`src/rtl/lpbp_pkg.sv`:
```
package lpbp_pkg;

    // lamp mode, one-hot
    typedef enum logic [3:0] {
        MODE_OFF     = 4'b0001,
        MODE_ON      = 4'b0010,
        MODE_LOW     = 4'b0100,
        MODE_PATTERN = 4'b1000
    } t_mode;

    // encoded mode as seen on the result port
    localparam logic [1:0] MODE_CODE_OFF     = 2'd0;
    localparam logic [1:0] MODE_CODE_ON      = 2'd1;
    localparam logic [1:0] MODE_CODE_LOW     = 2'd2;
    localparam logic [1:0] MODE_CODE_PATTERN = 2'd3;

    // register map, index into paddr[3:2]
    localparam logic [1:0] REG_EMPTY_MV     = 2'd0;
    localparam logic [1:0] REG_FULL_MV      = 2'd1;
    localparam logic [1:0] REG_BLINK_ON     = 2'd2;
    localparam logic [1:0] REG_BLINK_PERIOD = 2'd3;

    localparam int ADDR_W   = 4;
    localparam int MV_W     = 13;
    localparam int TICK_W   = 8;
    localparam int IDX_W    = 4;
    localparam int LED_W    = 16;
    localparam int LEVEL_W  = 8;
    localparam int RAW_W    = 8;
    localparam int BTN_W    = 2;
    localparam int CODE_W   = 2;

    localparam logic [MV_W-1:0]   RST_EMPTY_MV     = 13'd3300;
    localparam logic [MV_W-1:0]   RST_FULL_MV      = 13'd3700;
    localparam logic [TICK_W-1:0] RST_BLINK_ON     = 8'd15;
    localparam logic [TICK_W-1:0] RST_BLINK_PERIOD = 8'd20;

    localparam logic [LEVEL_W-1:0] LEVEL_ON  = 8'd250;
    localparam logic [TICK_W-1:0]  TIMER_TOP = 8'd255;

    // floor(raw*5000/255) == (raw*MV_RECIP) >> MV_SHIFT for every 8-bit raw
    localparam int          MV_SHIFT = 16;
    localparam logic [20:0] MV_RECIP = 21'd1285020;
    localparam int          MV_PROD_W = RAW_W + 21;

    localparam logic [LED_W-1:0] LED_TABLE [16] = '{
        16'hFFFF, 16'h8001, 16'hE007, 16'h1E78, 16'h0180, 16'hAAAA, 16'h5555, 16'hCCCC,
        16'h3333, 16'hF0F0, 16'hFF00, 16'hB38F, 16'hF1CD, 16'h4002, 16'h2004, 16'h1FF8
    };

    typedef struct packed {
        logic [MV_W-1:0]   empty_mv;
        logic [MV_W-1:0]   full_mv;
        logic [TICK_W-1:0] blink_on;
        logic [TICK_W-1:0] blink_period;
    } t_cfg;

    typedef struct packed {
        logic [LED_W-1:0]   led_bits;
        logic [LEVEL_W-1:0] red_level;
        logic [LEVEL_W-1:0] green_level;
        logic [CODE_W-1:0]  mode_now;
    } t_result;

    function automatic logic [CODE_W-1:0] mode_code(input t_mode m);
        logic [CODE_W-1:0] c;
        case (m)
            MODE_OFF:     c = MODE_CODE_OFF;
            MODE_ON:      c = MODE_CODE_ON;
            MODE_LOW:     c = MODE_CODE_LOW;
            MODE_PATTERN: c = MODE_CODE_PATTERN;
            default:      c = MODE_CODE_OFF;
        endcase
        return c;
    endfunction

endpackage

```
`src/rtl/lpbp_cfg.sv`:
```
module lpbp_cfg (
    input  logic                         i_clk,
    input  logic                         i_rst_n,
    input  logic                         psel,
    input  logic                         penable,
    input  logic                         pwrite,
    input  logic [lpbp_pkg::ADDR_W-1:0]  paddr,
    input  logic [31:0]                  pwdata,
    output logic [31:0]                  prdata,
    output logic                         pready,
    output lpbp_pkg::t_cfg               o_cfg
);

    lpbp_pkg::t_cfg r_cfg;
    logic           wr_en;
    logic [1:0]     reg_idx;

    assign pready  = 1'b1;
    assign wr_en   = psel & penable & pwrite;
    assign reg_idx = paddr[3:2];

    always_ff @(posedge i_clk) begin
        if (!i_rst_n) begin
            r_cfg.empty_mv     <= lpbp_pkg::RST_EMPTY_MV;
            r_cfg.full_mv      <= lpbp_pkg::RST_FULL_MV;
            r_cfg.blink_on     <= lpbp_pkg::RST_BLINK_ON;
            r_cfg.blink_period <= lpbp_pkg::RST_BLINK_PERIOD;
        end else if (wr_en) begin
            case (reg_idx)
                lpbp_pkg::REG_EMPTY_MV:     r_cfg.empty_mv     <= pwdata[lpbp_pkg::MV_W-1:0];
                lpbp_pkg::REG_FULL_MV:      r_cfg.full_mv      <= pwdata[lpbp_pkg::MV_W-1:0];
                lpbp_pkg::REG_BLINK_ON:     r_cfg.blink_on     <= pwdata[lpbp_pkg::TICK_W-1:0];
                lpbp_pkg::REG_BLINK_PERIOD: r_cfg.blink_period <= pwdata[lpbp_pkg::TICK_W-1:0];
                default: ;
            endcase
        end
    end

    always_comb begin
        case (reg_idx)
            lpbp_pkg::REG_EMPTY_MV:     prdata = {19'd0, r_cfg.empty_mv};
            lpbp_pkg::REG_FULL_MV:      prdata = {19'd0, r_cfg.full_mv};
            lpbp_pkg::REG_BLINK_ON:     prdata = {24'd0, r_cfg.blink_on};
            lpbp_pkg::REG_BLINK_PERIOD: prdata = {24'd0, r_cfg.blink_period};
            default:                    prdata = 32'd0;
        endcase
    end

    assign o_cfg = r_cfg;

endmodule

```
`src/rtl/lpbp_step.sv`:
```
module lpbp_step #(
    parameter int PATTERN_COUNT = 16,
    parameter int LED_COUNT     = 16
) (
    input  logic                         i_clk,
    input  logic                         i_rst_n,
    input  lpbp_pkg::t_cfg               i_cfg,
    input  logic                         i_in_valid,
    output logic                         o_in_ready,
    input  logic [lpbp_pkg::BTN_W-1:0]   i_buttons,
    input  logic [lpbp_pkg::RAW_W-1:0]   i_battery_raw,
    input  logic                         i_res_take,
    output logic                         o_res_valid,
    output lpbp_pkg::t_result            o_res
);

    localparam logic [lpbp_pkg::LED_W-1:0] LED_MASK =
        lpbp_pkg::LED_W'((17'd1 << LED_COUNT) - 17'd1);
    localparam logic [lpbp_pkg::IDX_W:0] IDX_WRAP = (lpbp_pkg::IDX_W + 1)'(PATTERN_COUNT);

    // input register
    logic                         r_s1_valid;
    logic [lpbp_pkg::BTN_W-1:0]   r_btn;
    logic [lpbp_pkg::RAW_W-1:0]   r_raw;

    // tick state
    logic [lpbp_pkg::BTN_W-1:0]   r_prev,  n_prev;
    lpbp_pkg::t_mode              r_mode,  n_mode;
    logic [lpbp_pkg::IDX_W-1:0]   r_idx,   n_idx;
    logic                         r_en,    n_en;
    logic [lpbp_pkg::TICK_W-1:0]  r_timer, n_timer;
    logic [lpbp_pkg::LEVEL_W-1:0] r_red,   n_red;
    logic [lpbp_pkg::LEVEL_W-1:0] r_green, n_green;
    logic [lpbp_pkg::LED_W-1:0]   r_led,   n_led;

    logic                         fire;
    logic                         accept;
    logic [lpbp_pkg::MV_PROD_W-1:0] mv_prod;
    logic [lpbp_pkg::MV_W-1:0]    mv;
    logic [lpbp_pkg::BTN_W-1:0]   rise;
    logic                         power;
    logic                         pat;
    logic                         is_low;

    assign fire       = r_s1_valid & i_res_take;
    assign o_in_ready = ~r_s1_valid | i_res_take;
    assign accept     = i_in_valid & o_in_ready;

    always_ff @(posedge i_clk) begin
        if (!i_rst_n) begin
            r_s1_valid <= 1'b0;
        end else if (o_in_ready) begin
            r_s1_valid <= i_in_valid;
        end
    end

    always_ff @(posedge i_clk) begin
        if (accept) begin
            r_btn <= i_buttons;
            r_raw <= i_battery_raw;
        end
    end

    // millivolt scaling by reciprocal multiply
    assign mv_prod = lpbp_pkg::MV_PROD_W'(r_raw) * lpbp_pkg::MV_PROD_W'(lpbp_pkg::MV_RECIP);
    assign mv      = mv_prod[lpbp_pkg::MV_SHIFT +: lpbp_pkg::MV_W];

    assign rise   = r_btn & ~r_prev;
    assign power  = rise[0];
    assign pat    = rise[1];
    assign is_low = mv < i_cfg.empty_mv;

    always_comb begin
        logic [lpbp_pkg::IDX_W:0]    v_ni;
        logic [lpbp_pkg::TICK_W-1:0] v_timer;
        n_prev  = r_prev;
        n_mode  = r_mode;
        n_idx   = r_idx;
        n_en    = r_en;
        n_red   = r_red;
        n_green = r_green;
        n_led   = r_led;
        v_ni    = {1'b0, r_idx} + 1'b1;
        v_timer = r_timer;
        n_prev  = r_btn;

        // later rules override earlier ones: power press wins
        case (r_mode)
            lpbp_pkg::MODE_OFF: begin
                n_led   = '0;
                n_en    = 1'b0;
                n_red   = '0;
                n_green = '0;
                if (power) n_mode = lpbp_pkg::MODE_ON;
            end
            lpbp_pkg::MODE_ON: begin
                n_red   = '0;
                n_green = lpbp_pkg::LEVEL_ON;
                if (pat)    n_mode = lpbp_pkg::MODE_PATTERN;
                if (is_low) n_mode = lpbp_pkg::MODE_LOW;
                if (power)  n_mode = lpbp_pkg::MODE_OFF;
            end
            lpbp_pkg::MODE_LOW: begin
                n_en  = 1'b1;
                n_led = '0;
                if (mv > i_cfg.full_mv) n_mode = lpbp_pkg::MODE_OFF;
                if (power)              n_mode = lpbp_pkg::MODE_OFF;
            end
            lpbp_pkg::MODE_PATTERN: begin
                if (is_low) n_mode = lpbp_pkg::MODE_LOW;
                if (power)  n_mode = lpbp_pkg::MODE_OFF;
                n_led = lpbp_pkg::LED_TABLE[r_idx];
                if (pat) begin
                    n_idx = (v_ni >= IDX_WRAP) ? '0 : v_ni[lpbp_pkg::IDX_W-1:0];
                end
            end
            default: n_mode = lpbp_pkg::MODE_OFF;
        endcase

        // blink timer
        if (n_en) begin
            if (v_timer >= i_cfg.blink_on) begin
                n_red   = '0;
                n_green = '0;
            end
            if (v_timer >= i_cfg.blink_period) begin
                n_red   = lpbp_pkg::LEVEL_ON;
                n_green = '0;
                v_timer = '0;
            end
        end else begin
            v_timer = i_cfg.blink_period;
        end
        if (v_timer != lpbp_pkg::TIMER_TOP) v_timer = v_timer + 1'b1;
        n_timer = v_timer;
    end

    always_ff @(posedge i_clk) begin
        if (!i_rst_n) begin
            r_prev  <= '0;
            r_mode  <= lpbp_pkg::MODE_OFF;
            r_idx   <= '0;
            r_en    <= 1'b0;
            r_timer <= '0;
            r_red   <= '0;
            r_green <= '0;
            r_led   <= '0;
        end else if (fire) begin
            r_prev  <= n_prev;
            r_mode  <= n_mode;
            r_idx   <= n_idx;
            r_en    <= n_en;
            r_timer <= n_timer;
            r_red   <= n_red;
            r_green <= n_green;
            r_led   <= n_led;
        end
    end

    assign o_res_valid       = r_s1_valid;
    assign o_res.led_bits    = n_led & LED_MASK;
    assign o_res.red_level   = n_red;
    assign o_res.green_level = n_green;
    assign o_res.mode_now    = lpbp_pkg::mode_code(n_mode);

endmodule

```
`src/rtl/lpbp_outq.sv`:
```
module lpbp_outq (
    input  logic              i_clk,
    input  logic              i_rst_n,
    input  logic              i_push_valid,
    output logic              o_push_ready,
    input  lpbp_pkg::t_result i_push,
    output logic              o_valid,
    input  logic              i_ready,
    output lpbp_pkg::t_result o_head
);

    lpbp_pkg::t_result r_q0;
    lpbp_pkg::t_result r_q1;
    logic [1:0]        r_cnt, n_cnt;
    logic              push;
    logic              pop;

    assign o_push_ready = (r_cnt != 2'd2);
    assign push         = i_push_valid & o_push_ready;
    assign o_valid      = (r_cnt != 2'd0);
    assign pop          = o_valid & i_ready;
    assign o_head       = r_q0;

    always_comb begin
        n_cnt = r_cnt;
        if (push && !pop) n_cnt = r_cnt + 1'b1;
        if (pop && !push) n_cnt = r_cnt - 1'b1;
    end

    always_ff @(posedge i_clk) begin
        if (!i_rst_n) begin
            r_cnt <= '0;
        end else begin
            r_cnt <= n_cnt;
        end
    end

    always_ff @(posedge i_clk) begin
        if (push && (r_cnt == 2'd0 || (r_cnt == 2'd1 && pop))) begin
            r_q0 <= i_push;
        end else if (pop && r_cnt == 2'd2) begin
            r_q0 <= r_q1;
        end
        if (push && r_cnt == 2'd1 && !pop) begin
            r_q1 <= i_push;
        end
    end

endmodule

```
`src/rtl/lamp_power_battery_pattern_fsm_core.sv`:
```
// channel   | direction | handshake                    | payload
// ----------+-----------+------------------------------+-------------------------------------
// tick in   | in        | i_in_valid / o_in_ready      | i_buttons, i_battery_raw
// result    | out       | o_out_valid / i_out_ready    | o_led_bits, o_red_level,
//           |           |                              | o_green_level, o_mode_now
// config    | in        | psel, penable, pwrite, pready| paddr, pwdata, prdata
//
// one item per cycle while the result side keeps taking items; an item's result passes
// the input register, then the tick update with its result pushed into a two-entry queue
// the reading-to-millivolt multiply and the threshold compares set the single-cycle path
// the two-entry result queue keeps the input side taking items while a result waits
// reset (synchronous, active low) returns the registers to their defaults and the
// lamp to off; there is no clearing pass
module lamp_power_battery_pattern_fsm_core #(
    parameter int PATTERN_COUNT = 16,
    parameter int LED_COUNT     = 16
) (
    input  logic                          i_clk,
    input  logic                          i_rst_n,
    // config port
    input  logic                          psel,
    input  logic                          penable,
    input  logic                          pwrite,
    input  logic [lpbp_pkg::ADDR_W-1:0]   paddr,
    input  logic [31:0]                   pwdata,
    output logic [31:0]                   prdata,
    output logic                          pready,
    // tick items
    input  logic                          i_in_valid,
    output logic                          o_in_ready,
    input  logic [lpbp_pkg::BTN_W-1:0]    i_buttons,
    input  logic [lpbp_pkg::RAW_W-1:0]    i_battery_raw,
    // result items
    output logic                          o_out_valid,
    input  logic                          i_out_ready,
    output logic [lpbp_pkg::LED_W-1:0]    o_led_bits,
    output logic [lpbp_pkg::LEVEL_W-1:0]  o_red_level,
    output logic [lpbp_pkg::LEVEL_W-1:0]  o_green_level,
    output logic [lpbp_pkg::CODE_W-1:0]   o_mode_now
);

    lpbp_pkg::t_cfg    cfg;
    lpbp_pkg::t_result step_res;
    lpbp_pkg::t_result head;
    logic              step_valid;
    logic              q_ready;

    // threshold and blink registers
    lpbp_cfg u_cfg (
        .i_clk   (i_clk),
        .i_rst_n (i_rst_n),
        .psel    (psel),
        .penable (penable),
        .pwrite  (pwrite),
        .paddr   (paddr),
        .pwdata  (pwdata),
        .prdata  (prdata),
        .pready  (pready),
        .o_cfg   (cfg)
    );

    // input register plus per-tick mode, index and blink update
    lpbp_step #(
        .PATTERN_COUNT (PATTERN_COUNT),
        .LED_COUNT     (LED_COUNT)
    ) u_step (
        .i_clk         (i_clk),
        .i_rst_n       (i_rst_n),
        .i_cfg         (cfg),
        .i_in_valid    (i_in_valid),
        .o_in_ready    (o_in_ready),
        .i_buttons     (i_buttons),
        .i_battery_raw (i_battery_raw),
        .i_res_take    (q_ready),
        .o_res_valid   (step_valid),
        .o_res         (step_res)
    );

    // result queue, decouples downstream stalls from tick acceptance
    lpbp_outq u_outq (
        .i_clk        (i_clk),
        .i_rst_n      (i_rst_n),
        .i_push_valid (step_valid),
        .o_push_ready (q_ready),
        .i_push       (step_res),
        .o_valid      (o_out_valid),
        .i_ready      (i_out_ready),
        .o_head       (head)
    );

    assign o_led_bits    = head.led_bits;
    assign o_red_level   = head.red_level;
    assign o_green_level = head.green_level;
    assign o_mode_now    = head.mode_now;

endmodule

```
`config.mk`:
```
export PLATFORM = sky130hd
export DESIGN_NAME = lamp_power_battery_pattern_fsm_core
export DESIGN_NICKNAME = d
export VERILOG_FILES = /design/src/rtl/lpbp_pkg.sv /design/src/rtl/lpbp_cfg.sv /design/src/rtl/lpbp_step.sv /design/src/rtl/lpbp_outq.sv /design/src/rtl/lamp_power_battery_pattern_fsm_core.sv
export SDC_FILE = /design/constraint.sdc
export NUM_CORES = 1
export LEC_CHECK = 0
export ABC_AREA = 1
export BUFFER_PORTS_ARGS = -buffer_cell sky130_fd_sc_hd__buf_2
export CORE_MARGIN = 4
export CORE_UTILIZATION = 54
export DETAILED_ROUTE_END_ITERATION = 8
export PLACE_DENSITY_LB_ADDON = 0.3
export SLEW_MARGIN = 20
export SYNTH_ARGS = -nofsm -noshare
export SYNTH_HDL_FRONTEND = slang
export SYNTH_SLANG_ARGS = --single-unit
export TNS_END_PERCENT = 10
```
`constraint.sdc`:
```
create_clock -name i_clk -period 5.6 [get_ports i_clk]
set_input_delay 1.4 -clock i_clk [delete_from_list [all_inputs] [get_ports i_clk]]
set_output_delay 1.4 -clock i_clk [all_outputs]
set_load 0.01 [all_outputs]
```
Word level (Yosys, flattened, before mapping):

Memory sizes are Yosys's and may differ from the RTL's.
Cells that the tools add are included.

* register bits after elaboration: 174
* memories: 1
* bits in writable memories: 0
* logic and storage cells: 113
* ROM bits: 256
* input bits: 53
* output and inout port bits: 69
* bits in latches: 0

* mux-type cells: 31
* div/mod/pow operators: 0
* equality and inequality tests: 14
* add/sub/neg operators: 4
* $lt $le $gt $ge: 6
* multipliers: 1
* bitwise logic cells: 10
* reductions and logical operators: 22
* shift operators: 0

Memories
* (name not given): words 16, width 16, read ports 1, clocked after Yosys merged registers in 0, write ports 0, line lpbp_step.sv:112 `n_led = lpbp_pkg::LED_TABLE[r_idx];`

Operators by type and width (number)
* $pmux 32 s4: 1
* $mux 8: 10
* $mux 34: 2
* $mux 4: 9
* $mux 16: 2
* $pmux 16 s2: 1
* $mul 8x19->27 const B: 1
* $ge 8x8->1: 2
* $pmux 4 s4: 1
* $pmux 8 s2: 1
* $gt 13x13->1: 1
* $lt 13x13->1: 1
* $ge 5x5->1 const B: 2
* $add 8x1->8 const B: 1
* $eq 4x2->1 const B: 2
* $eq 4x3->1 const B: 2
* $eq 4x4->1 const B: 2
* $ne 8x8->1 const B: 1
* $reduce_and 2->1: 4
* $logic_and 1x1->1: 7
* $eq 2x2->1 const B: 3
* $pmux 2 s3: 1
* $reduce_bool 2->1: 3
* $add 4x1->5 const B: 1
* 18 further kinds: 27

Depth between registers and ports, before layout:

Gate-level depths: netlist of run 1.

* depth in word-level cells: 9
* depth in mapped cells: 34
* gate-level depth less buffers: 34

Modules after synthesis:

From an unflattened synthesis of run 1, not the netlist that was laid out.

* cells, all modules: 1465
* area, all modules: 11707.5 um^2

By module, submodules not included
* lpbp_step: cells an instance 948, instances 1, area an instance 6850.3 um^2
* lpbp_outq: cells an instance 212, instances 1, area an instance 2755.1 um^2
* lpbp_cfg: cells an instance 305, instances 1, area an instance 2102.0 um^2

Least setup slack after synthesis of run 1:

No wires, ideal clock.

* path type: reg-to-reg
* from: register u_step.r_raw[5] (netlist bit)
* to: register u_outq.r_q0 (netlist bit u_outq.o_head[1]), data pin
* required time: 5347 ps
* stages on the path, launching flop included: 29
* slack: -52 ps
* clock period less this slack: 5652 ps
* data arrival time: 5400 ps
* cells stage by stage: edfxtp_1 > fa_1 > fa_1 > fa_1 > inv_1 > fa_1 > inv_1 > ha_1 > nand2_1 > nand2_1 > nand2_1 > nand2_1 > nand2_1 > nand3_1 > a21oi_1 > nor2_1 > nor2_1 > o21ai_0 > a21oi_1 > xor2_1 > ha_1 > a21oi_1 > nor2_1 > nor4_1 > nand2_1 > nand2_1 > nand3_1 > nand2_1 > nand2_1

RTL lines
* start, declared: line lpbp_step.sv:24 `logic [lpbp_pkg::RAW_W-1:0] r_raw;`
* start signal, assigned: line lpbp_step.sv:60 `r_raw <= i_battery_raw;`
* end signal, assigned: line lpbp_outq.sv:40 `r_q0 <= i_push;`
* end signal, assigned: line lpbp_outq.sv:42 `r_q0 <= r_q1;`
* end, declared: line lpbp_outq.sv:12 `lpbp_pkg::t_result r_q0;`

==> impl_summary.txt, run 1 <==
----------------------------------------------------
[Die]
  Height of the chip ... 151 µm
  Ports ... 122
  Area of the core ... 19800 µm²
  Chip Width ... 151 µm
  Cell Rows ... 51
  Effective utilization at floorplan ... 55.7%
  Overall die area ... 22800 µm²

[Critical path]
  Critical Path Fanout Max ... 3
  Library cell appearing most often on the critical path ... sky130_fd_sc_hd__nand2_1
  Delay of the slowest cell on the worst path ... 0.56 ns
  Capture point of the worst reg-to-reg path ... u_outq.o_head[0]
  Register-to-Register Path Depth ... 32
  Cell type of the slowest stage on the worst timing path ... sky130_fd_sc_hd__fa_2
  Crit path launch type ... flip-flop
  Launching instance or port of the critical path ... u_step.r_raw[6]
  Arr. time, crit path ... 5.88 ns
  Worst reg2reg path startpoint ... u_step.r_raw[6]
  Setup crit end ... u_outq.o_head[0]
  Flop-to-flop setup slack ... -0.08 ns
  Data required time of the critical path ... 5.80 ns
  Setup crit end kind ... flip-flop
  Type of the setup path with the least slack ... flip-flop to flip-flop

[Power and ir drop]
  Worst IR Drop VDD ... 0.000298 V
  Leakage power figure ... 6.12 nW
  PD cells ... 516 nW/µm²

[Detailed routing]
  Iteration-0 DRC count of the detailed router ... 549
  ANT nets after route ... 0
  DRC ... 0
  DR vias ... 9148
  DRT Wirelength ... 26200 µm
  Mean number of vias per cell ... 5.32
  Avg WL per Cell ... 15.2 µm
  Number of detailed-route iterations in the first pass ... 6

[Logic synthesis]
  Synth Flop Type ... sky130_fd_sc_hd__dfxtp_1
  Top area cells in the synthesized netlist ... sky130_fd_sc_hd__edfxtp_1 (21%), sky130_fd_sc_hd__dfxtp_1 (17%), sky130_fd_sc_hd__ha_1 (12%)
  Register area share after synthesis ... 38.7%
  Number of unique standard cell types used by synthesis ... 47
  Number of enable-type register cells in the synthesized netlist ... 78
  Number of instances in the synthesized netlist ... 1328
  Syn avg cell area ... 8.30 µm²
  Share of the synthesized area in the top cell type ... 21.3%
  Area of the mapped netlist ... 11000 µm²
  Cell type with the largest total area after synthesis ... sky130_fd_sc_hd__edfxtp_1
  Number of register bits inferred by synthesis ... 174
  Yosys warning total ... 0
  Proportion of synthesized flip-flops having asynchronous set or reset ... 0%

[STA]
  Worst slew margin relative to its limit ... 37.5%
  Worst Setup Slack, final ... -0.0813 ns
  Time the final worst path needs with I/O delays and setup ... 5.68 ns
  Transition time at the pin with the least slew margin ... 0.931 ns
  Upper clock frequency limit ... 0.176 GHz
  Layout Skew ... 0.0121 ns
  Final number of hold-violating endpoints ... 0
  Pins Over Slew Limit ... 0
  Number of setup violations in the final report ... 2
  Setup repair after global routing missed its margin ... true
  Total negative slack for setup checks ... -0.107 ns
  Post-route fraction of the period consumed by the critical path ... 101%

[GRT]
  Overall routing resource usage ... 23.2%
  Wire length of the first global-routing pass ... 42300 µm
  Initial antenna violation count ... 0
  Global route overflow ... 0
  Pin count of the biggest net entering global routing ... 60
  Number of global-route vias before repair ... 8751

[CTS]
  Hold_buf cts ... 0
  Clock insertion delay at the later pin of the skew report ... 0.44 ns
  Number of buffers added by the clock tree synthesis step ... 17
  Clk sink count ... 174
  Clock tree from TritonCTS ... yes
  CTS root buf ... sky130_fd_sc_hd__clkbuf_16
  # H-tree levels ... 4
  Clk pin slew, worst setup/hold paths ... 0.08 ns
  Clk buf depth ... 2

[Layout]
  Multi-input combinational cell area ... 5930 µm²
  Antenna diode instance count ... 0
  Post-route cell area ... 12900 µm²
  Filler cell count ... 1696
  Fraction of final layout cells with drive strength greater than 1 ... 16.4%
  Area Growth Syn to Fin ... 16.9%
  Final Instance Count excl. Fillers ... 1720
  Final Net Count ... 1641
  Final core occ ... 65.1%
  Total area of sequential cells ... 4260 µm²

[Worst hold path]
  Path type of the worst min-delay path ... flip-flop to flip-flop

[Placed design]
  Post-detailed-placement cell area ... 11900 µm²
  Number of placed instances with taps included ... 1679
  Count of input and output buffers ... 80
  Final Wtd Congestion ... 0.928
  Final HPWL from detailed placement ... 18500 µm

[Status]
  Outcome ... complete, but fails checks
  Failing checks ... setup timing

[Run]
  Maxcap violations ... 0

----------------------------------------------------
critical path, delay by kind of cell (launching register included):
family	cells	cell delay [ns]
adder cells (fa/ha/maj)	6	2.53
AND/OR/NAND/NOR	15	1.30
buffers and inverters	7	0.67
flip-flops	1	0.42
AO/OA/AOI/OAI	3	0.34
XOR/XNOR	1	0.18
cell usage in the layout (no fill, tap or decap), drive strengths merged, types with 2 or more instances in the layout:
cell type and n:
inv 249, nand2 239, buf 134, a21oi 130, o21ai 123, ha 108
dfxtp 96, edfxtp 78, nor2 67, nand3 46, fa 38, o211ai 22
conb 20, clkbuf 17, nand4 11, o22ai 10, xor2 9, clkinv 9
o31ai 7, a211oi 5, nor3 5, xnor2 5, or2 4, o2111ai 3
o21a 3, o311ai 3, clkinvlp 3, a21o 2, nor4 2, a31oi 2
repair_timing:
item | 4_1_cts | 5_1_grt
setup endpoints to repair | 8 | 8
resized for setup | 23 | 43
setup buffers | 5 | 3
pin swaps | 27 | 23
stage by stage:
step | power (mW) | worst slack [ns] | hold WS, ns
after global placement | 4.78 | -0.267 | 0.452
after global routing | 7.24 | -0.294 | 0.481
final | 6.64 | -0.0813 | 0.473
after floorplan | 3.82 | 0.0183 | 0.446
after CTS | 6.29 | -0.198 | 0.473
after detailed placement | 4.86 | -0.361 | 0.460
metal layers:
metal,up-vias,global-route usage (%),part of all wire (%)
met5,-,0,0
met4,0,6.53,2.0
met3,40,3.38,5.2
met2,269,38.7,48
met1,4271,31.6,45
li1,4568,-,-
kinds of logic (layout without fill, tap and decap cells):
kind of cell / count (synthesis) / count (layout) / share of synthesized area [%]
AOI/OAI and AO/OA: 313 / 313 / 15.7
xor gates and xnor gates: 14 / 14 / 1.11
adders and majority gates: 146 / 146 / 19.2
buffers and inverters: 303 / 412 / 11.1
DFF: 174 / 174 / 38.7
other: 2 / 20 / 0.0681
and+or+nand+nor: 376 / 376 / 14.1
sequential cells by signal, indices dropped and copies added (netlist names):
| signal | flops |
|---|---|
| u_cfg.o_cfg | 42 |
| u_outq.o_head | 34 |
| u_outq.r_cnt | 2 |
| u_outq.r_q1 | 34 |
| u_step.n_prev | 2 |
| u_step.o_res_valid | 1 |
| u_step.r_en | 1 |
| u_step.r_green | 8 |
| u_step.r_idx | 4 |
| u_step.r_led | 16 |
| u_step.r_mode | 4 |
| u_step.r_prev | 2 |
| u_step.r_raw | 8 |
| u_step.r_red | 8 |
| u_step.r_timer | 8 |
cells in the mapped netlist, types with 2 or more instances:
cell type	count
sky130_fd_sc_hd__inv_1	239
sky130_fd_sc_hd__nand2_1	238
sky130_fd_sc_hd__a21oi_1	129
sky130_fd_sc_hd__o21ai_0	115
sky130_fd_sc_hd__ha_1	108
sky130_fd_sc_hd__dfxtp_1	96
sky130_fd_sc_hd__edfxtp_1	78
sky130_fd_sc_hd__nor2_1	64
sky130_fd_sc_hd__nand3_1	45
sky130_fd_sc_hd__fa_1	38
sky130_fd_sc_hd__clkbuf_1	33
sky130_fd_sc_hd__o211ai_1	22
sky130_fd_sc_hd__buf_4	20
sky130_fd_sc_hd__nand4_1	11
sky130_fd_sc_hd__o22ai_1	9
sky130_fd_sc_hd__xor2_1	9
sky130_fd_sc_hd__o21ai_1	7
sky130_fd_sc_hd__o31ai_1	7
sky130_fd_sc_hd__a211oi_1	5
sky130_fd_sc_hd__xnor2_1	5
sky130_fd_sc_hd__clkinv_1	4
sky130_fd_sc_hd__nor3_1	4
sky130_fd_sc_hd__buf_2	3
sky130_fd_sc_hd__inv_2	3
sky130_fd_sc_hd__o2111ai_1	3
sky130_fd_sc_hd__o21a_1	3
sky130_fd_sc_hd__o311ai_0	3
sky130_fd_sc_hd__or2_2	3
sky130_fd_sc_hd__a21o_1	2
sky130_fd_sc_hd__a31oi_1	2
sky130_fd_sc_hd__conb_1	2
sky130_fd_sc_hd__nor2_2	2
sky130_fd_sc_hd__nor4_1	2
worst min-delay path by stage:
stage | endpoint | cells past startpoint | from
final | u_step.r_red[0] | 2 | u_step.r_red[0]
after global routing | u_step.r_red[2] | 2 | u_step.r_red[2]
after CTS | u_step.r_red[0] | 2 | u_step.r_red[0]
after detailed placement | u_step.r_red[2] | 2 | u_step.r_red[2]
after global placement | u_step.r_green[2] | 2 | u_step.r_green[2]
after floorplan | u_step.r_green[0] | 2 | u_step.r_green[0]
final cells by class:
cell class              instances  area share (%)
multi-input cells             869            46.0
clock inverters                15            1.31
well taps                     265            2.57
repair buffers                134            6.50
clock buffers                  17            3.30
inverters                     246            7.17
flip-flops and latches        174            33.1
power by group:
group	total [mW]	leakage (nW)	switching (mW)	internal, mW
sequential	1.58	1.51	0.0594	1.52
clock	1.19	0.280	0.589	0.601
combinational	3.87	4.33	2.18	1.69
Note: power is estimated with default switching activity, not from simulation.
==> run 2: changes to the inputs <==
--- a/config.mk
+++ b/config.mk
@@ -6,9 +6,9 @@
 export NUM_CORES = 1
 export LEC_CHECK = 0
 export ABC_AREA = 1
-export BUFFER_PORTS_ARGS = -buffer_cell sky130_fd_sc_hd__buf_2
+export BUFFER_PORTS_ARGS = -buffer_cell sky130_fd_sc_hd__buf_4
 export CORE_MARGIN = 4
-export CORE_UTILIZATION = 54
+export CORE_UTILIZATION = 35
 export DETAILED_ROUTE_END_ITERATION = 8
 export PLACE_DENSITY_LB_ADDON = 0.3
 export SLEW_MARGIN = 20
==> constraint.sdc (replaced) <==
create_clock -name i_clk -period 6.1 [get_ports i_clk]
set_input_delay 1.525 -clock i_clk [delete_from_list [all_inputs] [get_ports i_clk]]
set_output_delay 1.525 -clock i_clk [all_outputs]
set_load 0.01 [all_outputs]
==> impl_summary.txt, run 2 (synthesized netlist as in run 1, its figures left out) <==
----------------------------------------------------
[Status]
  Outcome ... completed

[Layout]
  Antenna diode instance count ... 0
  Commonest cells after routing, fill and taps aside ... sky130_fd_sc_hd__inv_1 (238), sky130_fd_sc_hd__nand2_1 (234), sky130_fd_sc_hd__a21oi_1 (124), sky130_fd_sc_hd__o21ai_0 (113), sky130_fd_sc_hd__buf_4 (107)
  Final core occ ... 41.7%
  Fraction of final layout cells with drive strength greater than 1 ... 12.9%
  Number of flip-flops under the largest register name ... 42
  Most common cell after layout, fill and taps aside ... sky130_fd_sc_hd__inv_1
  Post-route cell area ... 12900 µm²
  Area Growth Syn to Fin ... 16.8%
  Final Net Count ... 1615

[GRT]
  Overall routing resource usage ... 15.4%
  Pin count of the biggest net entering global routing ... 60
  Wire length of the first global-routing pass ... 42700 µm
  Initial antenna violation count ... 0
  Global route overflow ... 0
  Number of global-route vias before repair ... 8481

[CTS]
  Clk buf depth ... 2
  Clk pin slew, worst setup/hold paths ... 0.07 ns
  Clock tree from TritonCTS ... yes
  Clock insertion delay at the later pin of the skew report ... 0.44 ns
  Hold_buf cts ... 0
  Clk sink count ... 174
  # H-tree levels ... 4
  CTS root buf ... sky130_fd_sc_hd__clkbuf_16
  Number of buffers added by the clock tree synthesis step ... 17

[Detailed routing]
  ANT nets after route ... 0
  Number of detailed-route iterations in the first pass ... 5
  Mean number of vias per cell ... 4.82
  Avg WL per Cell ... 14.4 µm
  DRT Wirelength ... 26200 µm
  DR vias ... 8803
  Iteration-0 DRC count of the detailed router ... 504
  DRC ... 0

[Placed design]
  Count of input and output buffers ... 80
  Post-detailed-placement cell area ... 12000 µm²
  Final Wtd Congestion ... 0.879
  Minimum setup slack after placement ... -0.133 ns
  Final HPWL from detailed placement ... 19500 µm

[Power and ir drop]
  Worst IR Drop VDD ... 0.000222 V
  Overall power consumption ... 5.60 mW
  PD cells ... 435 nW/µm²
  Leakage power figure ... 6.03 nW

[Die]
  Cell Rows ... 64
  Effective utilization at floorplan ... 35.7%
  Ports ... 122
  Overall die area ... 34400 µm²
  Area of the core ... 30800 µm²
  Height of the chip ... 185 µm
  Chip Width ... 185 µm

[Critical path]
  Top Family by Delay on Critical Path ... adder cells
  Delay of the slowest cell on the worst path ... 0.64 ns
  Crit path launch type ... flip-flop
  Critical Path Fanout Max ... 3
  Type of the setup path with the least slack ... flip-flop to flip-flop
  Number of buffers and inverters on the critical path ... 3
  Library cell appearing most often on the critical path ... sky130_fd_sc_hd__nand2_1
  Arr. time, crit path ... 5.92 ns
  Cell type of the slowest stage on the worst timing path ... sky130_fd_sc_hd__fa_2
  Setup crit end kind ... flip-flop
  Data required time of the critical path ... 6.30 ns

[STA]
  Number of setup violations in the final report ... 0
  Time the final worst path needs with I/O delays and setup ... 5.72 ns
  Post-route fraction of the period consumed by the critical path ... 93.8%
  Final number of hold-violating endpoints ... 0
  Worst Setup Slack, final ... 0.375 ns
  Upper clock frequency limit ... 0.175 GHz
  Worst slew margin relative to its limit ... 37.0%
  Final worst hold slack ... 0.470 ns
  Pins Over Slew Limit ... 0
  Transition time at the pin with the least slew margin ... 0.939 ns
  Layout Skew ... 0.0103 ns

[Worst hold path]
  Path type of the worst min-delay path ... flip-flop to flip-flop

[Run]
  Maxcap violations ... 0

----------------------------------------------------
-- run 2: final timing paths --
check | startpoint | end | slack (ns) | depth (start not counted)
max | u_step.r_raw[6] | u_outq.o_head[0] | 0.38 | 29
min | u_step.r_green[0] | u_step.r_green[0] | 0.47 | 2
max reg2reg | u_step.r_raw[6] | u_outq.o_head[0] | 0.38 | 29
min reg2reg | u_step.r_green[0] | u_step.r_green[0] | 0.47 | 2
-- run 2: layout make-up --
| type | count | area (µm²) |
|---|---|---|
| multi-input combinational | 869 | 5780 |
| tap | 396 | 495 |
| inverter | 246 | 923 |
| sequential | 174 | 4260 |
| clock inverter | 14 | 151 |
| fill | 3059 | 18000 |
| timing repair buffer | 108 | 831 |
| clock buffer | 18 | 429 |
-- run 2: worst min-delay path, stage by stage, from the launching register on --
cell and delay, ns:
sky130_fd_sc_hd__dfxtp_1 0.31, sky130_fd_sc_hd__nand2_1 0.06, sky130_fd_sc_hd__a21oi_1 0.05
-- run 2: timing repair --
action                     in CTS  in global routing
buffers inserted                1                  9
setup endpoints to repair       4                  8
pin swaps                       1                 21
resized for setup               4                 28
-- run 2: metal layers --
layer | vias up | share of wire [%] | track usage [%]
li1 | 4511 | - | -
met1 | 4101 | 46 | 20.3
met2 | 160 | 49 | 25.9
met3 | 31 | 3.5 | 2.57
met4 | 0 | 1.8 | 4.61
met5 | - | 0 | 0
-- run 2: report_power, final --
group	switching [mW]	internal, mW
Combinational	1.82	1.24
Clock	0.508	0.579
Sequential	0.0552	1.40
Total	2.38	3.22
-- run 2: metrics by stage --
step                      cells  setup TNS [ns]
after detailed placement   1782          -0.268
after CTS                  1815               0
after global placement     1782          -0.316
after global routing       1825        -0.00966
after floorplan            1346               0
final                      1825               0
